File: config.mk
export PLATFORM = sky130hd
export DESIGN_NAME = sip256sid_round_stage
export DESIGN_NICKNAME = d
export VERILOG_FILES = /design/src/rtl/sip256sid_pkg.sv /design/src/rtl/sip256sid_round_stage.sv
export SDC_FILE = /design/constraint.sdc
export NUM_CORES = 1
export LEC_CHECK = 0
export BUFFER_PORTS_ARGS = -buffer_cell sky130_fd_sc_hd__buf_4
export CAP_MARGIN = 15
export CORE_AREA = 5 5 395 397
export DETAILED_ROUTE_END_ITERATION = 6
export DIE_AREA = 0 0 400 402
export HOLD_SLACK_MARGIN = 0.12
export PLACE_DENSITY_LB_ADDON = 0.15
export SETUP_SLACK_MARGIN = 0.05
export SLEW_MARGIN = 20
export SYNTH_ARGS = -nofsm -noshare
export SYNTH_HDL_FRONTEND = slang
export SYNTH_SLANG_ARGS = --single-unit
File: constraint.sdc
create_clock -name clk -period 5.4 [get_ports clk]
set_input_delay 1.62 -clock clk [delete_from_list [all_inputs] [get_ports clk]]
set_output_delay 1.62 -clock clk [all_outputs]
set_load 0.005 [all_outputs]
File: src/rtl/sip256sid_pkg.sv
// Shared types, constants and round functions for the 256-bit SipHash short-ID block.
// No dependencies; imported by sip256sid_round_stage and siphash_256bit_short_id_top.
`default_nettype none
package sip256sid_pkg;

  localparam logic [63:0] SIP_C0         = 64'h736f_6d65_7073_6575;
  localparam logic [63:0] SIP_C1         = 64'h646f_7261_6e64_6f6d;
  localparam logic [63:0] SIP_C2         = 64'h6c79_6765_6e65_7261;
  localparam logic [63:0] SIP_C3         = 64'h7465_6462_7974_6573;
  localparam logic [63:0] SIP_FINAL_MARK = 64'h0000_0000_0000_00ff;

  localparam int unsigned NUM_WORDS      = 4;
  localparam int unsigned NUM_ROUNDS     = 8;   // four compression, four finalization
  localparam int unsigned NUM_STAGES     = 2 * NUM_ROUNDS;
  localparam int unsigned SHORT_ID_W     = 48;
  localparam int unsigned CFG_INDEX_W    = 2;

  typedef enum logic [CFG_INDEX_W-1:0] {
    REG_KEY_LOW  = 2'd0,
    REG_KEY_HIGH = 2'd1
  } cfg_reg_t;

  typedef struct packed {
    logic [63:0] a;
    logic [63:0] b;
    logic [63:0] c;
    logic [63:0] d;
  } sip_lanes_t;

  typedef logic [NUM_WORDS-1:0][63:0] sip_words_t;

  function automatic logic [63:0] rotl64(input logic [63:0] x, input int unsigned n);
    rotl64 = (x << n) | (x >> (64 - n));
  endfunction

  // First half of a SipRound: one add per lane pair.
  function automatic sip_lanes_t half_round_a(input sip_lanes_t s);
    sip_lanes_t r;
    r.a = s.a + s.b;
    r.b = rotl64(s.b, 13) ^ r.a;
    r.a = rotl64(r.a, 32);
    r.c = s.c + s.d;
    r.d = rotl64(s.d, 16) ^ r.c;
    return r;
  endfunction

  // Second half of a SipRound.
  function automatic sip_lanes_t half_round_b(input sip_lanes_t s);
    sip_lanes_t r;
    r.a = s.a + s.d;
    r.d = rotl64(s.d, 21) ^ r.a;
    r.c = s.c + s.b;
    r.b = rotl64(s.b, 17) ^ r.c;
    r.c = rotl64(r.c, 32);
    return r;
  endfunction

endpackage
`default_nettype wire

File: src/rtl/sip256sid_round_stage.sv
// One pipeline stage: half a SipRound plus the data-word and finalization XORs around it.
// Depends on sip256sid_pkg.
`default_nettype none
module sip256sid_round_stage #(
  parameter int unsigned ROUND = 0,
  parameter int unsigned HALF  = 0
) (
  input  wire logic                     clk,
  input  wire logic                     rst,
  input  wire logic                     in_valid,
  input  wire sip256sid_pkg::sip_lanes_t in_lanes,
  input  wire sip256sid_pkg::sip_words_t in_words,
  output logic                          out_valid,
  output sip256sid_pkg::sip_lanes_t     out_lanes,
  output sip256sid_pkg::sip_words_t     out_words
);
  import sip256sid_pkg::*;

  localparam logic [1:0] WIDX       = 2'(ROUND % NUM_WORDS);
  localparam bit         COMPRESS   = (ROUND < NUM_WORDS);
  localparam bit         FINAL_MARK = (ROUND == NUM_WORDS) && (HALF == 0);

  sip_lanes_t pre;
  sip_lanes_t mid;
  sip_lanes_t lanes_next;

  always_comb begin
    pre = in_lanes;
    if (HALF == 0 && COMPRESS) begin
      pre.d = in_lanes.d ^ in_words[WIDX];
    end
    if (FINAL_MARK) begin
      pre.c = in_lanes.c ^ SIP_FINAL_MARK;
    end
  end

  always_comb begin
    if (HALF == 0) begin
      mid = half_round_a(pre);
    end else begin
      mid = half_round_b(pre);
    end
  end

  always_comb begin
    lanes_next = mid;
    // fold the word into v0 once its round is complete
    if (HALF == 1 && COMPRESS) begin
      lanes_next.a = mid.a ^ in_words[WIDX];
    end
  end

  always_ff @(posedge clk) begin
    if (rst) begin
      out_valid <= 1'b0;
    end else begin
      out_valid <= in_valid;
    end
  end

  always_ff @(posedge clk) begin
    out_lanes <= lanes_next;
    out_words <= in_words;
  end

endmodule
`default_nettype wire

==> metrics list, run 1 <==
- The flow ran to the end, and the final reports show no timing, DRC or antenna violations.
* Leak pwr: 15.22 nW
- Setup violations remaining at the end of the flow were counted as 0.
- RSZ-0062 raised after global routing: no
- At the pin with the least slew margin, the transition time is 1.031 ns.
* Antenna violations before repair: 29
- The multi-input combinational cells in the finished layout cover a total of 0.009085 mm².
* Biggest fanout along the worst timing path: 4
- Worst EP required: 5.92 ns
- Crit path cell chain: buf_4 > xor2_1 > ha_1 > a21oi_1 > a21oi_1 > buf_4 > o2111ai_1 > a21boi_0 > a211oi_1 > o21ai_0 > a21oi_1 > o21bai_1 > xor2_1 > buf_4 > xor2_1
* Most common cell after layout, fill and taps aside: sky130_fd_sc_hd__buf_4
- Switch Pwr: 4.338 mW
- The area growth from synthesis to layout is 67.77%.
- After routing the design area is 0.03297 mm².
- Based on the critical path, the design can be clocked at up to 0.1929 GHz.
- The H-tree was split into 3 levels.
- At the end of the flow, the number of nets in the layout was 3637.
- Slowest Stage Delay on Critical Path: 0.88 ns
* Kind of start point of the critical path: input port
- Total negative slack: 0 ns
* Switching power as a share of total power: 31.68%
- Per report_power, the combinational group accounts for 29.7% of the total.
- Hold-critical path depth: 1
* Sequential share of the synthesized area: 52.26%
* Highest-count cells in the layout ignoring fill and taps: sky130_fd_sc_hd__buf_4 (1144), sky130_fd_sc_hd__dfxtp_1 (513), sky130_fd_sc_hd__xor2_1 (235), sky130_fd_sc_hd__a21oi_1 (152), sky130_fd_sc_hd__ha_1 (133)
- Final weighted congestion in routability-driven placement: 0.8617
- In this run the tightest slew margin relative to its limit is 30.85%.
- A synthesized cell averages 10.74 µm².
- Die width: 400 µm
- TritonCTS built the clock tree.
* Row count: 143
* Overall fraction of global-route tracks in use: 14.80%
- Number of distinct library cells after synthesis: 66
- Cells with a size suffix above 1 make up 41.89% of the layout.
* Per-cell via count in the routed design: 3.596
* Setup Buffers After CTS: 0
- Share of the core filled with cells in the final layout: 21.76%
- Power Density: 415.2 mW/mm²
* Final count of hold timing violations: 0
* Final routed wirelength across all metal layers: 125.2 mm
- In this run, post-CTS repair resized a total of 0 instances.
- From bottom edge to top edge, the die measures 402 µm.
* Crit path DAT: 5.70 ns
- In the finished design, the share of the clock period the worst path needs comes to 95.98%.
* Syn Inst Count: 1829
- The max-slew violation count is 0.
* GRT Residual Overflow: 0
- Worst setup path category: input port to flop
- Cell area after synthesis: 0.01965 mm²
- Synthesis produced a netlist with a net count of 2479.
- Registers take 0.01027 mm².
- Buf+Inv Stages, Crit Path: 3
- In this run, placement finished with an instance count of 4944.
* Hold-fix buffers, CTS: 0
* Drt wl/cell: 24.65 µm
* Count of flip-flops with a built-in enable after synthesis: 0
- Across the VDD grid, the largest voltage drop is 0.2445 mV.
* I/O pin total: 1028
- Sequential Power Share: 34.8%
- The cell sitting at the root of the clock tree is a sky130_fd_sc_hd__clkbuf_16.
* Design internal power: 9.353 mW
- Inserted Clock Buffers: 71
- Proportion of synthesized flip-flops having asynchronous set or reset: 0%
* Area of the placeable core: 0.1515 mm²
- The initial utilization of the core area, before any placement, comes to 12.97%.
* Buffer levels on the longest clock path: 3
- Cell Count, Final, Fillers Out: 5078
- Placed cell area: 0.03056 mm²
- Before CTS, the worst setup slack after placement is -0.4895 ns.
- Before antenna repair, the detailed router went through 5 iterations.
- The number of global-route vias before repair was 19.59k.
- Dominant delay contributor by cell family on the critical path: compound AO/OA/AOI/OAI gates
- Total of buffers placed on input and output ports: 1027
* Number of fill cells: 16.76k
* CTS clk-pin slew, worst paths: 0.06 ns
- Number of sinks handled by clock tree synthesis: 513
- Number of storage elements in the synthesis netlist: 513
* Ys flop type: sky130_fd_sc_hd__dfxtp_1
- After detailed routing, the number of remaining DRC violations is 0.
- Pwr Total: 13.69 mW
- Die Area: 0.1608 mm²
- Number of DRC markers after the initial detailed-route iteration: 640
* Number of cells on the critical path: 15
* Post-route worst hold slack: 1.067 ns
- The worst setup path is captured at a flop.
* Final setup slack of the worst path: 0.2171 ns
- The count of nets left with antenna violations once routing finished came out at 0.
- In this run the worst hold path is classified as input port to flop.
* Clock share of power: 35.5%
- Yosys Warn Count: 0
* Crit path max-delay cell type: sky130_fd_sc_hd__a211oi_1
- Post-layout minimum cycle time: 5.183 ns
- Post-DP HPWL: 110.0 mm
- Maximum number of pins on one net before global-route repair: 13
* Wire length of the first global-routing pass: 164.6 mm
- Number of vias after detailed routing: 18.26k
- Across the run, the number of max-cap violations was 0.
-- cell families after synthesis --
group / Yosys count / synth area share, %
AOI/OAI and AO/OA: 462 / 14.95
xor gates and xnor gates: 320 / 14.61
adders and majority gates: 135 / 8.671
buffers and inverters: 79 / 1.515
DFF: 513 / 52.26
muxes: 1 / 0.05093
and+or+nand+nor: 319 / 7.946
-- area by class of cell --
cell class	instances	area share, %
clock buffers	95	6.056
flip-flops and latches	513	31.15
well taps	2030	7.703
inverters	20	0.2277
clock inverters	30	1.195
diodes	9	0.06831
repair buffers	1144	26.05
multi-input cells	1237	27.55
-- cells in the mapped netlist (3+ instances only) --
cell / n / area [µm²]
sky130_fd_sc_hd__a211o_1: 3 / 26.28
sky130_fd_sc_hd__a211oi_1: 14 / 105.1
sky130_fd_sc_hd__a21boi_0: 6 / 45.04
sky130_fd_sc_hd__a21o_1: 80 / 600.6
sky130_fd_sc_hd__a21oi_1: 152 / 760.7
sky130_fd_sc_hd__a221o_1: 3 / 30.03
sky130_fd_sc_hd__a221oi_1: 7 / 61.31
sky130_fd_sc_hd__a31oi_1: 13 / 81.33
sky130_fd_sc_hd__and2_1: 7 / 43.79
sky130_fd_sc_hd__and3_1: 9 / 56.30
sky130_fd_sc_hd__and4_1: 3 / 26.28
sky130_fd_sc_hd__clkbuf_1: 58 / 217.7
sky130_fd_sc_hd__dfxtp_1: 513 / 10270
sky130_fd_sc_hd__ha_1: 133 / 1664
sky130_fd_sc_hd__inv_1: 20 / 75.07
sky130_fd_sc_hd__nand2_1: 103 / 386.6
sky130_fd_sc_hd__nand2b_1: 9 / 56.30
sky130_fd_sc_hd__nand3_1: 17 / 85.08
sky130_fd_sc_hd__nand4_1: 50 / 312.8
sky130_fd_sc_hd__nor2_1: 67 / 251.5
sky130_fd_sc_hd__nor2b_1: 12 / 75.07
sky130_fd_sc_hd__nor3_1: 16 / 80.08
sky130_fd_sc_hd__nor4_1: 3 / 18.77
sky130_fd_sc_hd__o211ai_1: 6 / 45.04
sky130_fd_sc_hd__o21a_1: 20 / 150.1
sky130_fd_sc_hd__o21ai_0: 87 / 435.4
sky130_fd_sc_hd__o21bai_1: 23 / 172.7
sky130_fd_sc_hd__o221ai_1: 3 / 26.28
sky130_fd_sc_hd__o22ai_1: 3 / 18.77
sky130_fd_sc_hd__o31a_1: 3 / 26.28
sky130_fd_sc_hd__o31ai_1: 8 / 60.06
sky130_fd_sc_hd__o41ai_1: 3 / 26.28
sky130_fd_sc_hd__or2_2: 3 / 18.77
sky130_fd_sc_hd__or3_1: 8 / 50.05
sky130_fd_sc_hd__or4_1: 5 / 37.54
sky130_fd_sc_hd__xnor2_1: 80 / 700.7
sky130_fd_sc_hd__xnor3_1: 5 / 112.6
sky130_fd_sc_hd__xor2_1: 235 / 2058
-- final timing paths --
| check | to | from |
|---|---|---|
| worst max-delay path | out_lanes[57] | in_words[2] |
| worst min-delay path | out_words[193] | in_words[193] |
-- routing by layer --
metal  global-route usage [%]  up-vias  wire [µm]
met5                        0        -        199
met4                    4.352       34       3614
met3                    6.815      148      13080
met2                    28.00      776      66020
met1                    14.21     8542      42290
li1                         -     8759          -
-- power groups by stage --
| stage | Combinational (mW) | Sequential [mW] | Clock [mW] |
|---|---|---|---|
| floorplan | 1.29 | 4.89 | 0 |
| global placement | 4.26 | 4.85 | 0 |
| detailed placement | 4.21 | 4.85 | 0 |
| CTS | 4.23 | 4.78 | 5.11 |
| global route | 4.42 | 4.84 | 5.23 |
| finish | 4.07 | 4.77 | 4.86 |
-- state kept, by name, summed over array words and instances (netlist names) --
| register | cells |
|---|---|
| out_lanes | 256 |
| out_words | 256 |
| out_valid | 1 |
No activity file was read; power rests on OpenSTA's default activity.
==> run 2, diff against run 1 <==
--- a/config.mk
+++ b/config.mk
@@ -7,9 +7,9 @@
 export LEC_CHECK = 0
 export BUFFER_PORTS_ARGS = -buffer_cell sky130_fd_sc_hd__buf_4
 export CAP_MARGIN = 15
-export CORE_AREA = 5 5 395 397
+export CORE_AREA = 5 5 397 399
 export DETAILED_ROUTE_END_ITERATION = 6
-export DIE_AREA = 0 0 400 402
+export DIE_AREA = 0 0 402 404
 export HOLD_SLACK_MARGIN = 0.12
 export PLACE_DENSITY_LB_ADDON = 0.15
 export SETUP_SLACK_MARGIN = 0.05
==> metrics list, run 2 (synthesized netlist as in run 1, its figures left out) <==
- Share of the core filled with cells in the final layout: 21.54% (-0.21 points)
- The max-slew violation count came to 0 (unchanged).
* Number of vias after detailed routing: 18.24k (-0.10%)
* Buffer levels on the longest clock path: 3 (unchanged)
* CTS Root Cell: sky130_fd_sc_hd__clkbuf_16
* CTS clk-pin slew, worst paths: 0.06 ns (about the same)
- The area of the placeable core came to 0.1535 mm² (+1.3%).
- Setup Buffers After CTS: 0 (unchanged)
- The count of boundary I/O pins is 1028 (unchanged).
- Effective utilization at floorplan: 12.80% (-0.17 points)
* Biggest registers after layout: out_lanes x256, out_words x256, out_valid x1
- The depth of the CTS H-tree is 3 (unchanged).
* Antenna violations before repair: 41 (+41%)
- The pin count of the biggest net entering global routing was 13 (unchanged).
* Die Area: 0.1624 mm² (+1.0%)
- The die height was 404 µm (+0.50%).
- The critical path data arrival time was 5.24 ns (-0.46 ns).
- Total Nets Final: 3630 (-0.19%)
- Cell Count, Final, Fillers Out: 5095 (+0.33%)
- The iteration count of the initial detailed-routing pass was 5 (unchanged).
- The total of cells resized after clock tree synthesis was 0 (unchanged).
- Worst-case vdd ir drop: 0.2675 mV (+9.4%)
- Crit. End Element: flop
- Worst setup path category: input port to flop
- The number of clock sinks came to 513 (unchanged).
- Hold-fix buffers, CTS: 0 (unchanged)
- GRT Residual Overflow: 0 (unchanged)
* Leak pwr: 15.23 nW (+0.12%)
- Grouping stages by cell kind, the critical path spends the most delay in compound AO/OA/AOI/OAI gates.
- The placed standard-cell area came to 0.03053 mm² (about the same).
- Post-layout minimum cycle time: 4.730 ns (-0.4530 ns)
- The least setup slack across all paths after layout was 0.6701 ns (+0.4530 ns).
- The largest incremental delay on the critical path was 0.48 ns (-0.40 ns).
- The HPWL after detailed placement came to 109.5 mm (-0.42%).
- Power Density: 419.5 mW/mm² (+1.0%)
- Worst hold path type: input port to flop
* Highest achievable clock rate: 0.2114 GHz (+9.6%)
* Die width: 402 µm (+0.50%)
- Per-cell via count in the routed design: 3.580 (-0.44%)
- Post-Place Cells: 4951 (+0.14%)
* Total of buffers placed on input and output ports: 1027 (unchanged)
- The number of global-route vias before repair was 19.73k (+0.71%).
* Most common cell after layout, fill and taps aside: sky130_fd_sc_hd__buf_4
- Wire length of the first global-routing pass: 164.8 mm (+0.14%)
- The worst path required time is 5.91 ns (about the same).
- The slowest stage of the critical path belongs to the cell sky130_fd_sc_hd__o31ai_1.
- Inserted Clock Buffers: 71 (unchanged)
- The number of remaining DRC errors was 0 (unchanged).
* Crit path cell chain: buf_4 > xor2_1 > ha_1 > a21o_1 > a22o_1 > o31ai_1 > a211oi_2 > o2111ai_1 > nand2_1 > a31oi_1 > o31ai_1 > xnor2_1 > xor2_1
- TritonCTS built the clock tree.
- The layout cell share with drive strength beyond 1 is 41.96% (+0.074 points).
- The number of maximum-capacitance violations is 0 (unchanged).
* Finished Cell Area: 0.03307 mm² (+0.30%)
- Row count: 144 (+0.70%)
- Relative to the synthesized area, the layout overhead comes to 68.27%.
- Worst slew pin tran: 0.8184 ns (-0.2127 ns)
- The ratio of final minimum period to clock period came to 87.59% (-8.4 points).
- Result of the run: finished clean
* Final routed wirelength across all metal layers: 125.0 mm (-0.16%)
- The headroom to the max-slew limit came to 44.03% (+13 points).
- Post-route antenna net violation count: 0 (unchanged)
- The violation count after the first detailed-route iteration is 816 (+28%).
- The final weighted congestion in routability-driven placement came to 0.8262 (-4.1%).
* Worst slack, placed: -0.04963 ns (+0.4399 ns)
- The total of endpoints with negative setup slack in the final report came to 0 (unchanged).
* RSZ-0062 raised after global routing: no
- Biggest fanout along the worst timing path: 5 (+1)
- Highest-count cells in the layout ignoring fill and taps: sky130_fd_sc_hd__buf_4 (1137), sky130_fd_sc_hd__dfxtp_1 (513), sky130_fd_sc_hd__xor2_1 (234), sky130_fd_sc_hd__a21oi_1 (152), sky130_fd_sc_hd__ha_1 (133)
* Buf+Inv Stages, Crit Path: 1 (-2)
- The global routing usage summed across all routing layers came to 14.65% (-0.15 points).
- Drt wl/cell: 24.53 µm (-0.49%)
* Kind of start point of the critical path: input port
* Final count of hold timing violations: 0 (unchanged)
run 2: metal layers:
layer | vias to the layer above | global-route usage [%] | routed length [µm]
li1 | 8748 | - | -
met1 | 8494 | 13.85 | 42250
met2 | 788 | 27.48 | 65440
met3 | 182 | 7.331 | 13070
met4 | 28 | 4.731 | 4068
met5 | - | 0 | 162
run 2: worst paths after layout:
check,cells past startpoint,slack [ns],start,to
max,13,0.67,in_words[4],out_lanes[55]
min,1,1.06,in_words[96],out_words[96]
run 2: report_power, final:
| part | switching (mW) | internal [mW] |
|---|---|---|
| registers | 0.240 | 4.53 |
| logic | 2.16 | 1.90 |
| clock network | 2.00 | 3.05 |
| total | 4.40 | 9.47 |
run 2: through the flow:
stage	setup TNS (ns)	hold WS, ns	total power [mW]
5_1_grt	0	0.9864	14.67
3_3_place_gp	-0.4432	1.724	9.085
6_report	0	1.061	13.87
3_5_place_dp	-0.04963	1.725	9.057
2_1_floorplan	0	1.648	6.183
4_1_cts	0	0.9652	14.30
run 2: layout make-up:
class / count / area, µm²
Multi-Input combinational cell: 1237 / 9092
Sequential cell: 513 / 10270
Fill cell: 17080 / 120400
Antenna cell: 15 / 37.54
Clock buffer: 98 / 2068
Inverter: 20 / 75.07
Tap cell: 2044 / 2557
Timing Repair Buffer: 1137 / 8536
Clock inverter: 31 / 432.9
==> run 3, diff against run 2 <==
--- a/config.mk
+++ b/config.mk
@@ -7,9 +7,9 @@
 export LEC_CHECK = 0
 export BUFFER_PORTS_ARGS = -buffer_cell sky130_fd_sc_hd__buf_4
 export CAP_MARGIN = 15
-export CORE_AREA = 5 5 397 399
+export CORE_AREA = 5 5 402 404
 export DETAILED_ROUTE_END_ITERATION = 6
-export DIE_AREA = 0 0 402 404
+export DIE_AREA = 0 0 407 409
 export HOLD_SLACK_MARGIN = 0.12
 export PLACE_DENSITY_LB_ADDON = 0.15
 export SETUP_SLACK_MARGIN = 0.05
==> constraint.sdc (replaced) <==
create_clock -name clk -period 4.1 [get_ports clk]
set_input_delay 1.23 -clock clk [delete_from_list [all_inputs] [get_ports clk]]
set_output_delay 1.23 -clock clk [all_outputs]
set_load 0.005 [all_outputs]
==> metrics list, run 3 (synthesized netlist as in run 1, its figures left out) <==
* Leak pwr: 17.23 nW (+13%)
* Wire length of the first global-routing pass: 173.3 mm (+5.1%)
- Post-route worst hold slack: 0.6754 ns (-0.3856 ns)
- The total of endpoints with negative setup slack in the final report came to 0 (unchanged).
- Effective utilization at floorplan: 12.48% (-0.32 points)
- Biggest fanout along the worst timing path: 3 (-2)
- Buffer levels on the longest clock path: 3 (unchanged)
- STA classifies the critical path endpoint as a flop.
- The CTS clock-pin slew for the worst setup and hold paths came to 0.06 ns (about the same).
- The number of maximum-capacitance violations is 0 (unchanged).
* Total Nets Final: 4043 (+11%)
- Die height: 409 µm (+1.2%)
- The headroom to the max-slew limit was 50.03% (+6.0 points).
- The area of the placeable core came to 0.1575 mm² (+2.6%).
- Biggest registers after layout: out_lanes x256, out_words x256, out_valid x1
- The die width is 407 µm (+1.2%).
- Antenna violations before repair: 54 (+32%)
* Power Density: 513.6 mW/mm² (+22%)
- Number of sinks handled by clock tree synthesis: 513 (unchanged)
* Inserted Clock Buffers: 70 (-1.4%)
- Crit path DAT: 4.53 ns (-0.71 ns)
* Number of vias after detailed routing: 19.87k (+8.9%)
* Die Area: 0.1665 mm² (+2.5%)
- RSZ-0062 raised after global routing: no
* Worst EP required: 4.67 ns (-1.24 ns)
- The pin count of the biggest net entering global routing is 13 (unchanged).
- The number of nets with antenna violations after routing is 0 (unchanged).
- Result of the run: finished clean
* Worst-case vdd ir drop: 0.3063 mV (+15%)
* Per-cell via count in the routed design: 3.588 (+0.23%)
- I/O pin total: 1028 (unchanged)
- Maximum level of the CTS H-tree: 3 (unchanged)
- Fraction of layout instances using a drive strength above 1: 49.68% (+7.7 points)
- The smallest clock period supported by the final layout is computed as 3.957 ns.
* Number of DRC markers after the initial detailed-route iteration: 917 (+12%)
- The area growth from synthesis to layout is 84.93%.
- CTS tree: built
- After layout, the worst path uses 96.52% of the clock period.
- The final weighted congestion in routability-driven placement was 0.8804 (+6.6%).
- In the layout the commonest cells are sky130_fd_sc_hd__buf_4 (1547), sky130_fd_sc_hd__dfxtp_1 (513), sky130_fd_sc_hd__xor2_1 (226), sky130_fd_sc_hd__a21oi_1 (149), sky130_fd_sc_hd__ha_1 (128).
* Hold-critical path depth: 1 (unchanged)
- The worst hold path belongs to the class input port to flop.
- Drt wl/cell: 23.73 µm (-3.3%)
* DRC violation count after routing: 0 (unchanged)
* Worst slew pin tran: 0.7470 ns (-0.07138 ns)
* Total of buffers placed on input and output ports: 1027 (unchanged)
- Final routed wirelength across all metal layers: 131.4 mm (+5.1%)
* Most common cell after layout, fill and taps aside: sky130_fd_sc_hd__buf_4
- Pwr Total: 18.67 mW (+35%)
* Pre-antenna DRT Iters: 5 (unchanged)
* Final count of hold timing violations: 0 (unchanged)
* Vias in the first global route: 21.46k (+8.8%)
- The final core utilization was 23.08% (+1.5 points).
* CTS Root Cell: sky130_fd_sc_hd__clkbuf_16
* Number of slew-limit violations in the final report: 0 (unchanged)
- Total negative slack: 0 ns (unchanged)
- Row count: 146 (+1.4%)
* Post-DP HPWL: 116.2 mm (+6.1%)
- Highest achievable clock rate: 0.2527 GHz
* Kind of start point of the critical path: input port
- The global routing usage summed across all routing layers is 15.02% (+0.37 points).
* GRT Residual Overflow: 0 (unchanged)
- By startpoint and endpoint, the worst setup path is classified as input port to flop.
- The hold buffer count at CTS came to 0 (unchanged).
## run 3: routing by layer
metal  vias up  track usage, %  share of wire (%)
met4        60           3.438                2.1
li1       9587               -                  -
met5         -               0               0.29
met1      9267           14.29                 34
met3       170           7.703                 11
met2       787           28.47                 52
## run 3: layout make-up
class / count / area (µm²)
clock buffers: 93 / 1948
diodes: 18 / 45.04
well taps: 2072 / 2592
multi-input cells: 1237 / 9355
inverters: 20 / 75.07
fillers: 17360 / 121100
clock inverters: 34 / 372.9
flip-flops and latches: 513 / 10270
repair buffers: 1551 / 11690
## run 3: timing repair
item	4_1_cts	5_1_grt
setup endpoints to repair	4	29
pin swaps	0	10
buffers inserted	0	3
gates cloned	0	0
gates resized for setup	5	20
## run 3: worst paths after layout
check	endpoint	slack (ns)	from
max	out_lanes[51]	0.14	in_words[14]
min	out_words[173]	0.68	in_words[173]
## run 3: through the flow
stage / cell area, µm² / setup slack [ns] / instances
CTS: 36160 / 0.02866 / 5517
finish: 36340 / 0.1427 / 5538
floorplan: 19770 / -0.04266 / 1829
detailed placement: 33800 / -0.8794 / 5390
global placement: 33800 / -0.9111 / 5390
global route: 36300 / 0.05268 / 5521
## run 3: worst max-delay path: stages
cell,delay [ns]
sky130_fd_sc_hd__buf_4,0.13
sky130_fd_sc_hd__xor2_2,0.20
sky130_fd_sc_hd__ha_1,0.36
sky130_fd_sc_hd__nand2_1,0.12
sky130_fd_sc_hd__or3_4,0.35
sky130_fd_sc_hd__or3_1,0.33
sky130_fd_sc_hd__a211oi_2,0.30
sky130_fd_sc_hd__o2111ai_2,0.22
sky130_fd_sc_hd__and3_4,0.24
sky130_fd_sc_hd__o31a_1,0.34
sky130_fd_sc_hd__o31ai_1,0.26
sky130_fd_sc_hd__xor2_1,0.27
sky130_fd_sc_hd__xor2_1,0.17
## run 3: power breakdown
part,switching (mW),internal [mW],leakage [nW]
registers,0.339,5.97,4.33
clock network,2.59,3.64,1.15
logic,2.99,3.14,11.7
